===== src/hw/rtl/ubfe_pkg.sv =====
// shared types and constants for the buffered uart front end
package ubfe_pkg;

    localparam int unsigned BYTE_W  = 8;
    localparam int unsigned LEVEL_W = 7;

    // event kinds carried on the input tuser
    typedef enum logic [1:0] {
        ACT_HOST_WRITE = 2'd0,
        ACT_HOST_READ  = 2'd1,
        ACT_LINE_RX    = 2'd2,
        ACT_TX_READY   = 2'd3
    } action_t;

    // fifo status seen by the front end control
    typedef struct packed {
        logic empty;
        logic full;
    } fifo_stat_t;

endpackage


===== src/hw/rtl/uart_buffered_tx_rx_front_end.sv =====
// buffered uart front end: transmit and receive byte fifos with holding register control
//
//  channel   dir  tdata                                   tuser
//  s_axis    in   data[7:0]                               action[1:0]
//  m_axis    out  line_byte, read_byte, write_accepted,   line_valid, read_valid
//                 rx_dropped, rx_level, tx_level
//
//  one item per cycle unless m_axis stalls; items pass the pending then the result register
//  the pending stage covers the registered read of the fifo rams
//  rst_n clears pointers, fill counts, stage valid flags, holding-empty (set), send irq enable
//  fifo contents are not cleared; only written entries are ever read
//  a stall on m_axis fills the pending stage and then drops s_axis_tready
module uart_buffered_tx_rx_front_end #(
    parameter int unsigned TX_DEPTH = 64,
    parameter int unsigned RX_DEPTH = 64
) (
    input  logic        clk,
    input  logic        rst_n,
    input  logic        s_axis_tvalid,
    output logic        s_axis_tready,
    input  logic [7:0]  s_axis_tdata,   // data[7:0]
    input  logic [1:0]  s_axis_tuser,   // action[1:0]
    output logic        m_axis_tvalid,
    input  logic        m_axis_tready,
    output logic [31:0] m_axis_tdata,   // line_byte[7:0], read_byte[15:8], write_accepted[16],
                                        // rx_dropped[17], rx_level[24:18], tx_level[31:25]
    output logic [1:0]  m_axis_tuser    // line_valid[0], read_valid[1]
);

    localparam int unsigned BW  = ubfe_pkg::BYTE_W;
    localparam int unsigned LW  = ubfe_pkg::LEVEL_W;
    localparam int unsigned TFW = $clog2(TX_DEPTH + 1);
    localparam int unsigned RFW = $clog2(RX_DEPTH + 1);

    // pending stage: control decided, ram read in flight
    typedef struct packed {
        logic          line_valid;
        logic          line_from_fifo;
        logic [BW-1:0] line_direct;
        logic          read_valid;
        logic          write_accepted;
        logic          rx_dropped;
        logic [LW-1:0] rx_level;
        logic [LW-1:0] tx_level;
    } pend_t;

    ubfe_pkg::action_t    action;
    ubfe_pkg::fifo_stat_t tx_stat;
    ubfe_pkg::fifo_stat_t rx_stat;

    logic           accept;
    logic           pend_move;
    logic           pend_valid_reg;
    pend_t          pend_reg, pend_next;
    logic           out_valid_reg;
    logic [31:0]    out_data_reg;
    logic [1:0]     out_user_reg;

    logic           holding_empty_reg, holding_empty_next;
    logic           send_irq_en_reg, send_irq_en_next;  // mirrors the send interrupt enable

    logic           tx_push, tx_pop, rx_push, rx_pop;
    logic [BW-1:0]  tx_rdata, rx_rdata;
    logic [TFW-1:0] tx_fill_next;
    logic [RFW-1:0] rx_fill_next;

    logic [BW-1:0]  line_byte, read_byte;

    assign action = ubfe_pkg::action_t'(s_axis_tuser);

    // pending stage moves when the output register is free or being drained
    assign pend_move     = pend_valid_reg && (!out_valid_reg || m_axis_tready);
    assign s_axis_tready = !pend_valid_reg || pend_move;
    assign accept        = s_axis_tvalid && s_axis_tready;

    // event decode: one push or pop per fifo at most
    always_comb
    begin
        holding_empty_next       = holding_empty_reg;
        send_irq_en_next         = send_irq_en_reg;
        tx_push                  = 1'b0;
        tx_pop                   = 1'b0;
        rx_push                  = 1'b0;
        rx_pop                   = 1'b0;
        pend_next                = '0;
        pend_next.line_direct    = s_axis_tdata;
        if (accept)
        begin
            unique case (action)
                ubfe_pkg::ACT_HOST_WRITE:
                begin
                    if (holding_empty_reg && tx_stat.empty)
                    begin
                        // straight into the holding register
                        holding_empty_next       = 1'b0;
                        pend_next.line_valid     = 1'b1;
                        pend_next.write_accepted = 1'b1;
                    end
                    else
                    begin
                        // queue it; a full fifo refuses but still enables send irq
                        send_irq_en_next         = 1'b1;
                        tx_push                  = !tx_stat.full;
                        pend_next.write_accepted = !tx_stat.full;
                    end
                end
                ubfe_pkg::ACT_HOST_READ:
                begin
                    rx_pop               = !rx_stat.empty;
                    pend_next.read_valid = !rx_stat.empty;
                end
                ubfe_pkg::ACT_LINE_RX:
                begin
                    rx_push              = !rx_stat.full;
                    pend_next.rx_dropped = rx_stat.full;
                end
                ubfe_pkg::ACT_TX_READY:
                begin
                    if (!tx_stat.empty)
                    begin
                        // refill the holding register from the fifo
                        tx_pop                   = 1'b1;
                        holding_empty_next       = 1'b0;
                        pend_next.line_valid     = 1'b1;
                        pend_next.line_from_fifo = 1'b1;
                    end
                    else
                    begin
                        holding_empty_next = 1'b1;
                        send_irq_en_next   = 1'b0;
                    end
                end
                default:
                begin
                    holding_empty_next = holding_empty_reg;
                end
            endcase
        end
        // levels after this event, reported modulo 128
        pend_next.rx_level = LW'(rx_fill_next);
        pend_next.tx_level = LW'(tx_fill_next);
    end

    ubfe_fifo #(
        .DEPTH (TX_DEPTH)
    ) u_tx_fifo (
        .clk       (clk),
        .rst_n     (rst_n),
        .push      (tx_push),
        .pop       (tx_pop),
        .wdata     (s_axis_tdata),
        .rdata     (tx_rdata),
        .stat      (tx_stat),
        .fill_next (tx_fill_next)
    );

    ubfe_fifo #(
        .DEPTH (RX_DEPTH)
    ) u_rx_fifo (
        .clk       (clk),
        .rst_n     (rst_n),
        .push      (rx_push),
        .pop       (rx_pop),
        .wdata     (s_axis_tdata),
        .rdata     (rx_rdata),
        .stat      (rx_stat),
        .fill_next (rx_fill_next)
    );

    // ram read data is held until the next pop, and no pop happens while pending stalls
    always_comb
    begin
        line_byte = '0;
        if (pend_reg.line_valid)
        begin
            line_byte = pend_reg.line_from_fifo ? tx_rdata : pend_reg.line_direct;
        end
        read_byte = pend_reg.read_valid ? rx_rdata : '0;
    end

    always_ff @(posedge clk or negedge rst_n)
    begin
        if (!rst_n)
        begin
            holding_empty_reg <= 1'b1;
            send_irq_en_reg   <= 1'b0;
            pend_valid_reg    <= 1'b0;
            out_valid_reg     <= 1'b0;
        end
        else
        begin
            holding_empty_reg <= holding_empty_next;
            send_irq_en_reg   <= send_irq_en_next;
            if (accept)
            begin
                pend_valid_reg <= 1'b1;
            end
            else if (pend_move)
            begin
                pend_valid_reg <= 1'b0;
            end
            if (pend_move)
            begin
                out_valid_reg <= 1'b1;
            end
            else if (m_axis_tready)
            begin
                out_valid_reg <= 1'b0;
            end
        end
    end

    // payload registers
    always_ff @(posedge clk)
    begin
        if (accept)
        begin
            pend_reg <= pend_next;
        end
        if (pend_move)
        begin
            out_data_reg <= {pend_reg.tx_level, pend_reg.rx_level,
                             pend_reg.rx_dropped, pend_reg.write_accepted,
                             read_byte, line_byte};
            out_user_reg <= {pend_reg.read_valid, pend_reg.line_valid};
        end
    end

    assign m_axis_tvalid = out_valid_reg;
    assign m_axis_tdata  = out_data_reg;
    assign m_axis_tuser  = out_user_reg;

endmodule


===== src/hw/rtl/ubfe_ram.sv =====
// generic single write port ram with registered read
module ubfe_ram #(
    parameter int unsigned WIDTH = 8,
    parameter int unsigned DEPTH = 64
) (
    input  logic                     clk,
    input  logic                     we,
    input  logic [$clog2(DEPTH)-1:0] waddr,
    input  logic [WIDTH-1:0]         wdata,
    input  logic                     re,
    input  logic [$clog2(DEPTH)-1:0] raddr,
    output logic [WIDTH-1:0]         rdata
);

    logic [WIDTH-1:0] mem_reg [DEPTH];
    logic [WIDTH-1:0] rdata_reg;

    always_ff @(posedge clk)
    begin
        if (we)
        begin
            mem_reg[waddr] <= wdata;
        end
        // read data holds between reads
        if (re)
        begin
            rdata_reg <= mem_reg[raddr];
        end
    end

    assign rdata = rdata_reg;

endmodule


===== src/hw/rtl/ubfe_fifo.sv =====
// byte fifo: head, tail and fill count around one ram
module ubfe_fifo #(
    parameter int unsigned DEPTH = 64
) (
    input  logic                          clk,
    input  logic                          rst_n,
    input  logic                          push,
    input  logic                          pop,
    input  logic [ubfe_pkg::BYTE_W-1:0]   wdata,
    output logic [ubfe_pkg::BYTE_W-1:0]   rdata,
    output ubfe_pkg::fifo_stat_t          stat,
    output logic [$clog2(DEPTH+1)-1:0]    fill_next
);

    localparam int unsigned AW = $clog2(DEPTH);
    localparam int unsigned FW = $clog2(DEPTH + 1);
    localparam logic [AW-1:0] LAST_ADDR = AW'(DEPTH - 1);
    localparam logic [FW-1:0] FULL_FILL = FW'(DEPTH);

    logic [AW-1:0] head_reg, head_next;
    logic [AW-1:0] tail_reg, tail_next;
    logic [FW-1:0] fill_reg;

    // callers only push when not full and pop when not empty
    always_comb
    begin
        head_next = head_reg;
        tail_next = tail_reg;
        fill_next = fill_reg;
        if (push)
        begin
            tail_next = (tail_reg == LAST_ADDR) ? '0 : tail_reg + AW'(1);
            fill_next = fill_reg + FW'(1);
        end
        if (pop)
        begin
            head_next = (head_reg == LAST_ADDR) ? '0 : head_reg + AW'(1);
            fill_next = fill_reg - FW'(1);
        end
    end

    always_ff @(posedge clk or negedge rst_n)
    begin
        if (!rst_n)
        begin
            head_reg <= '0;
            tail_reg <= '0;
            fill_reg <= '0;
        end
        else
        begin
            head_reg <= head_next;
            tail_reg <= tail_next;
            fill_reg <= fill_next;
        end
    end

    assign stat.empty = (fill_reg == '0);
    assign stat.full  = (fill_reg == FULL_FILL);

    ubfe_ram #(
        .WIDTH (ubfe_pkg::BYTE_W),
        .DEPTH (DEPTH)
    ) u_ram (
        .clk   (clk),
        .we    (push),
        .waddr (tail_reg),
        .wdata (wdata),
        .re    (pop),
        .raddr (head_reg),
        .rdata (rdata)
    );

endmodule

===== config.mk =====
export PLATFORM = sky130hd
export DESIGN_NAME = uart_buffered_tx_rx_front_end
export DESIGN_NICKNAME = d
export VERILOG_FILES = /design/src/hw/rtl/ubfe_pkg.sv /design/src/hw/rtl/uart_buffered_tx_rx_front_end.sv /design/src/hw/rtl/ubfe_ram.sv /design/src/hw/rtl/ubfe_fifo.sv
export SDC_FILE = /design/constraint.sdc
export NUM_CORES = 1
export LEC_CHECK = 0
export BUFFER_PORTS_ARGS = -buffer_cell sky130_fd_sc_hd__buf_2
export CORE_UTILIZATION = 46
export DETAILED_ROUTE_END_ITERATION = 10
export PLACE_DENSITY = 0.68
export REMOVE_ABC_BUFFERS = 1
export SLEW_MARGIN = 10
export SYNTH_ARGS = -nofsm -noshare
export SYNTH_HDL_FRONTEND = slang
export SYNTH_SLANG_ARGS = --single-unit

===== constraint.sdc =====
create_clock -name clk -period 2.3 [get_ports clk]
set_input_delay 0.46 -clock clk [delete_from_list [all_inputs] [get_ports clk]]
set_output_delay 0.46 -clock clk [all_outputs]
set_load 0.005 [all_outputs]

==> run metrics, run 1 <==
commonest non-fill, non-tap cells in the layout edfxtp_1, mux4_2, buf_4; R2R cell count 8; CP startpoint pend_valid_reg; share of cells above drive strength 1 37.5%; Synth Area in XOR/XNOR less than 1%; crit path cell chain and3b_2, buf_6, a311oi_4, nand2_2, or4b_4, buf_12, nor2_4, buf_6; Top FF cell, synth edfxtp_1; critical path data arrival time roughly 2800 ps; area of the mapped netlist approximately 0.045 mm^2; max frequency just over 400 MHz; synth warn 0; status complete, but fails checks; Flop pwr share between 40% and 50%; largest family of logic cells by synthesized area multiplexers; Final WS setup -144 ps; vias in the first global route approximately 24000; GRT Overall Usage between 20% and 30%; clock share of power 31.9%; DRC 1; Boundary Pins 50; Initial DRC Count roughly 2200; row count approximately 110; sequential share of the synthesized area 76.0%; initial antenna violation count 0; CP max stage delay approximately 550 ps; final setup vio count 235; final wirelength 102000 um; Setup Skew 26.2 ps; Critical Path End Type flop; Post-Syn Area per Cell 20.2 um^2; hold crit path type in -> reg; Core Box Area around 0.097 mm^2; root buffer cell clkbuf_16; number of synthesized flops with an enable pin 1101; peak supply drop between 700 and 800 uV; worst flop-to-flop path startpoint pend_valid_reg; post-synthesis compound-gate area fraction 3.05%; Hold Startpoint m_axis_tready; clk buf depth 3; CTS H-tree lvls 3; Crit path required time 2700 ps; chip width about 310 um; first-pass GRT wire length between 150000 and 200000 um; Slew Limit Fails 0; pre-CTS setup slack -486 ps; Synth Area in Adders less than 1%; reg2reg end u_rx_fifo.u_ram.mem_reg[17][1]; 1st-pass router iterations 8; # nets final 2631; Leak ~18 nW; Buf/Inv on CP 3; Max Fanout on Critical Path 8; synthesized-area fraction occupied by and/or/nand/nor cells ~4%; core occupancy in the finished layout a little under three fifths; Initial Utilization a little under half; RSZ-0062 raised after global routing true; DIE AREA 0.0988 mm^2; antenna fix cells 0; internal power roughly 0.042 W; port buffer count 49; WHS about 62 ps; vias around 23000; Die Ht around 310 um; Pwr per Cell Area ~1100 mW/mm^2; crit start category flop; RePlAce Congestion between 0.8 and 0.9; count of cell types in the netlist 78; failing checks DRC, setup timing; kind of critical path reg -> reg; fin crit period about 2400 ps; clk_lat worst skew between 600 and 700 ps; Logic pwr share about a quarter; Max Cap Violations 0; largest net degree at the start of global routing 92; Syn-to-layout area delta 21.7%; grt ovf 0; CTS tree yes; Final Cycle Share 106%; Crit path max-delay family simple AND/OR/NAND/NOR gates; switching part of the total a little over a quarter; most common cell after layout, fill and taps aside edfxtp_1; post-synthesis cell count about 2200; DR WL/cell 25.7 um; P_sw roughly 0.016 W; multiplexer share of the synthesized area between 10 and 15%; Routed Antenna Nets 0; detailed-route vias per instance between 5 and 6; worst setup path end u_rx_fifo.u_ram.mem_reg[17][1]; share of flip-flops with an asynchronous set or reset ~3.6%; critical path depth 8; CTS sink cnt roughly 1100; CTS buffer count between 100 and 150; worst-margin pin slew ~850 ps; Post-DP HPWL between 60000 and 70000 um; CP dominant cell by count buf_6; Final Hold Fails 0; #FFs+latches synth 1142; Slowest cell on crit path or4b_4; r2r setup slk -140 ps; Slew headroom 43.2%; Worst-path clk slew around 70 ps
-- worst min-delay path by stage --
stage	to	slack, ps	depth (start not counted)
2_1_floorplan	m_axis_tvalid	160	0
3_3_place_gp	m_axis_tdata[22]	410	0
3_5_place_dp	m_axis_tdata[29]	400	0
4_1_cts	m_axis_tvalid	20	3
5_1_grt	m_axis_tvalid	70	3
6_report	m_axis_tvalid	60	3
-- logic make-up after synthesis --
kind of cell / count (synthesis)
compound gates: 177
xor+xnor: 20
fa+ha+maj: 13
buf+inv: 140
flops: 1142
mux: 371
simple gates: 359
-- stage by stage --
step / power (W) / cell area (um^2) / cells / setup TNS, ps
final: 0.0579 / 54600 / 3969 / -14710
after global routing: 0.0598 / 54600 / 3969 / -29810
after CTS: 0.0571 / 53800 / 3937 / -20090
after detailed placement: 0.0381 / 48800 / 3721 / -287350
after global placement: 0.0379 / 48800 / 3721 / -239330
after floorplan: 0.0316 / 44200 / 2098 / -292220
-- tightest hold or removal path, stage by stage --
cell and delay [ps]:
buf_2 80, nand2b_1 110, nand2b_1 50
-- cell type report --
class / count / area, um^2
clock buffer: 136 / 2830
clock inverter: 62 / 872
fill: 6950 / 42100
inverter: 16 / 65.1
multi-input combinational: 940 / 11200
sequential: 1142 / 34100
tap: 1276 / 1600
timing repair buffer: 397 / 3980
-- synthesized netlist by cell type (5+ instances only) --
cell | instances | area share, %
a211o_1 | 7 | 0.14
or3b_2 | 5 | 0.098
nand4_1 | 6 | 0.084
buf_6 | 9 | 0.23
mux2_2 | 20 | 0.50
or3_1 | 8 | 0.11
dfrtp_1 | 40 | 2.2
edfxtp_1 | 1101 | 74
and2_1 | 13 | 0.18
a211oi_1 | 19 | 0.32
or2_2 | 6 | 0.084
o221ai_1 | 18 | 0.35
a21o_1 | 6 | 0.10
nor3_1 | 10 | 0.11
a31oi_1 | 6 | 0.084
o22ai_1 | 25 | 0.35
a22oi_1 | 30 | 0.50
ha_1 | 13 | 0.36
buf_1 | 16 | 0.13
nand2b_1 | 7 | 0.098
inv_1 | 11 | 0.092
a22o_1 | 5 | 0.098
nand3_1 | 19 | 0.21
nand2_1 | 58 | 0.49
clkbuf_1 | 40 | 0.33
nand3b_1 | 8 | 0.13
o21ai_0 | 12 | 0.13
nor2b_1 | 16 | 0.22
a21oi_1 | 15 | 0.17
nor2_1 | 163 | 1.4
xnor2_1 | 16 | 0.31
mux2i_1 | 123 | 2.7
buf_2 | 43 | 0.48
buf_4 | 15 | 0.25
nor2_2 | 8 | 0.11
mux4_2 | 228 | 11
-- per-layer routing --
| layer | part of all wire (%) | global-route usage, % | vias up | routed length, um |
|---|---|---|---|---|
| li1 | - | - | 9902 | - |
| met1 | 40 | 27.2 | 12000 | 41000 |
| met2 | 51 | 34.2 | 873 | 51900 |
| met3 | 6.1 | 3.50 | 168 | 6220 |
| met4 | 2.7 | 7.11 | 0 | 2750 |
| met5 | 0 | 0.193 | - | 0 |
-- power by group through the flow --
stage,registers [W],clock network (W),logic (W)
after floorplan,0.0255,0,0.00606
after CTS,0.0241,0.0187,0.0143
final,0.0241,0.0184,0.0153
after global routing,0.0242,0.0195,0.0162
after global placement,0.0245,0,0.0134
after detailed placement,0.0245,0,0.0136
-- timing repair --
action	in CTS	in global routing
gates resized for setup	298	99
pin swaps	46	19
buffers inserted	16	31
cloned	1	5
endpoints found under the hold margin	26	0
hold buffers	1	0
endpoints found under the setup margin	912	967
(Power assumes the default switching activity.)
==> inputs of run 2 (changes only) <==
==> constraint.sdc (replaced) <==
create_clock -name clk -period 2.3 [get_ports clk]
set_input_delay 0.23 -clock clk [delete_from_list [all_inputs] [get_ports clk]]
set_output_delay 0.23 -clock clk [all_outputs]
set_load 0.005 [all_outputs]
==> run 2 against run 1 <==
The flow finishes with violations (setup timing). First-iteration DRC count grew 14%. Clock power shrank 5%. Sequential share of layout area grew 0.28 points. Sequential power is essentially flat. Wire length grew 0.12%. Cell count shrank 0.45%. Global-route usage shrank 0.077 points. Register-to-register slack lost 20 ps. Non-clock buffer count shrank 14. Die area is the same. Via count grew 0.71%. Cell area shrank 0.45%. Highest routed layer unchanged.
==> run metrics, run 2 (synthesis results as in run 1) <==
CP startpoint u_rx_fifo.head_reg[0]; final setup vio count 415 (+77%); Initial Utilization 46.4% (unchanged); chip width 314 um (unchanged); Routed Antenna Nets 0 (unchanged); share of cells above drive strength 1 37.0% (-0.46 points); CTS tree yes; commonest non-fill, non-tap cells in the layout edfxtp_1, mux4_2, buf_4; root buffer cell clkbuf_16; Hold Startpoint s_axis_tdata[1]; first-pass GRT wire length 151000 um (+0.28%); pre-CTS setup slack -350 ps (+137 ps); clk_lat worst skew 680 ps (about the same); CTS H-tree lvls 3 (unchanged); Logic pwr share 27.1% (+0.6 points); Die Ht 314 um (unchanged); Crit path max-delay family multiplexers; DIE AREA 0.0988 mm^2 (unchanged); crit path cell chain buf_8, buf_12, mux4_2, mux2_4, a221oi_4, a211oi_2, a31o_1; r2r setup slk -160 ps (-20 ps); switching part of the total 27.4% (+0.16 points); Post-DP HPWL 62000 um (-2.9%); Final Hold Fails 0 (unchanged); P_sw 0.0156 W (-1.0%); Slew headroom 41.7% (-1.5 points); RePlAce Congestion 0.879 (+0.32%); Initial DRC Count 2547 (+14%); hold crit path type in -> reg; crit start category flop; port buffer count 49 (unchanged); # nets final 2616 (-0.57%); critical path data arrival time 2880 ps (+40 ps); worst flop-to-flop path startpoint u_rx_fifo.head_reg[0]; peak supply drop 903 uV (+19%); Pwr per Cell Area 1050 mW/mm^2 (-1.1%); failing checks setup timing; max frequency 407 MHz (-0.62%); DR WL/cell 25.8 um (+0.58%); detailed-route vias per instance 5.84 (+1.2%); Buf/Inv on CP 2 (-1); Slowest cell on crit path mux4_2; initial antenna violation count 0 (unchanged); CTS sink cnt 1142 (unchanged); Critical Path End Type flop; 1st-pass router iterations 7 (-1); Core Box Area 0.0967 mm^2 (unchanged); Max Cap Violations 0 (unchanged); Leak 17.7 nW (-0.84%); vias 23100 (+0.71%); clock share of power 30.7% (-1.2 points); vias in the first global route 23300 (-1.2%); Max Fanout on Critical Path 8 (unchanged); status complete, but fails checks; antenna fix cells 0 (unchanged); kind of critical path reg -> reg; Boundary Pins 50 (unchanged); RSZ-0062 raised after global routing true; Final Cycle Share 107% (+0.67 points); final wirelength 102000 um (+0.12%); GRT Overall Usage 20.4% (-0.077 points); most common cell after layout, fill and taps aside edfxtp_1; Flop pwr share 42.2% (+0.5 points); Setup Skew 24.7 ps (-1.44 ps); row count 114 (unchanged); CP max stage delay 510 ps (-40 ps); DRC 0 (-1); Crit path required time 2720 ps (+20 ps); fin crit period 2460 ps (+15.3 ps); power after layout 0.0570 W (-1.6%); internal power 0.0413 W (-1.8%); Slew Limit Fails 0 (unchanged); CTS buffer count 106 (-0.93%); clk buf depth 3 (unchanged); largest net degree at the start of global routing 130 (+41%); worst-margin pin slew 875 ps (+25.1 ps); grt ovf 0 (unchanged); Final WS setup -159 ps (-15.3 ps); Syn-to-layout area delta 21.2%; Worst-path clk slew 70 ps (about the same)
[run 2: power by group through the flow]
| stage | clock network (W) | registers (W) | logic, W |
|---|---|---|---|
| after floorplan | 0 | 0.0255 | 0.00606 |
| after global placement | 0 | 0.0245 | 0.0134 |
| after detailed placement | 0 | 0.0245 | 0.0136 |
| after CTS | 0.0177 | 0.0241 | 0.0145 |
| after global routing | 0.0184 | 0.0241 | 0.0163 |
| final | 0.0175 | 0.0240 | 0.0154 |
[run 2: timing repair]
item | CTS | global route
buffers inserted | 13 | 52
cloned | 2 | 3
pin swaps | 34 | 45
gates resized for setup | 275 | 137
hold buffers | 6 | 0
hold endpoints to repair | 87 | 0
setup endpoints to repair | 918 | 841
[run 2: metrics by stage]
stage	utilization, %	instances	area [um^2]	TNS, ps	hold WS [ps]
5_1_grt	56.2	3951	54400	-62130	46.9
2_1_floorplan	-	2098	44200	-290610	-65.6
4_1_cts	55.1	3897	53300	-18630	34.4
3_5_place_dp	50.2	3682	48500	-203250	389
3_3_place_gp	50.2	3682	48500	-165200	376
6_report	56.2	3951	54400	-27350	34.0
[run 2: metal layers]
layer	routed length (um)	part of all wire (%)	GRT usage (%)	vias up
li1	-	-	-	9868
met1	41600	41	27.9	12100
met2	51400	50	34.1	891
met3	5920	5.8	2.62	195
met4	3170	3.1	6.44	0
met5	0	0	0	-
[run 2: layout make-up]
type | count | area, um^2
clock inverter | 55 | 541
clock buffer | 139 | 2910
multi-input combinational | 940 | 11300
timing repair buffer | 383 | 3860
tap | 1276 | 1600
sequential | 1142 | 34100
inverter | 16 | 66.3
fill | 6986 | 42300
[run 2: path summary, 6_finish.rpt]
| path | end | cells past startpoint |
|---|---|---|
| setup / recovery | u_rx_fifo.u_ram.rdata[3] | 7 |
| hold / removal | u_rx_fifo.u_ram.mem_reg[36][1] | 1 |
| setup reg to reg | u_rx_fifo.u_ram.rdata[3] | 7 |
| hold reg to reg | m_axis_tdata[20] | 0 |
| max in group asynchronous | u_tx_fifo.tail_reg[1] | 3 |
| min in group asynchronous | u_rx_fifo.fill_reg[3] | 2 |
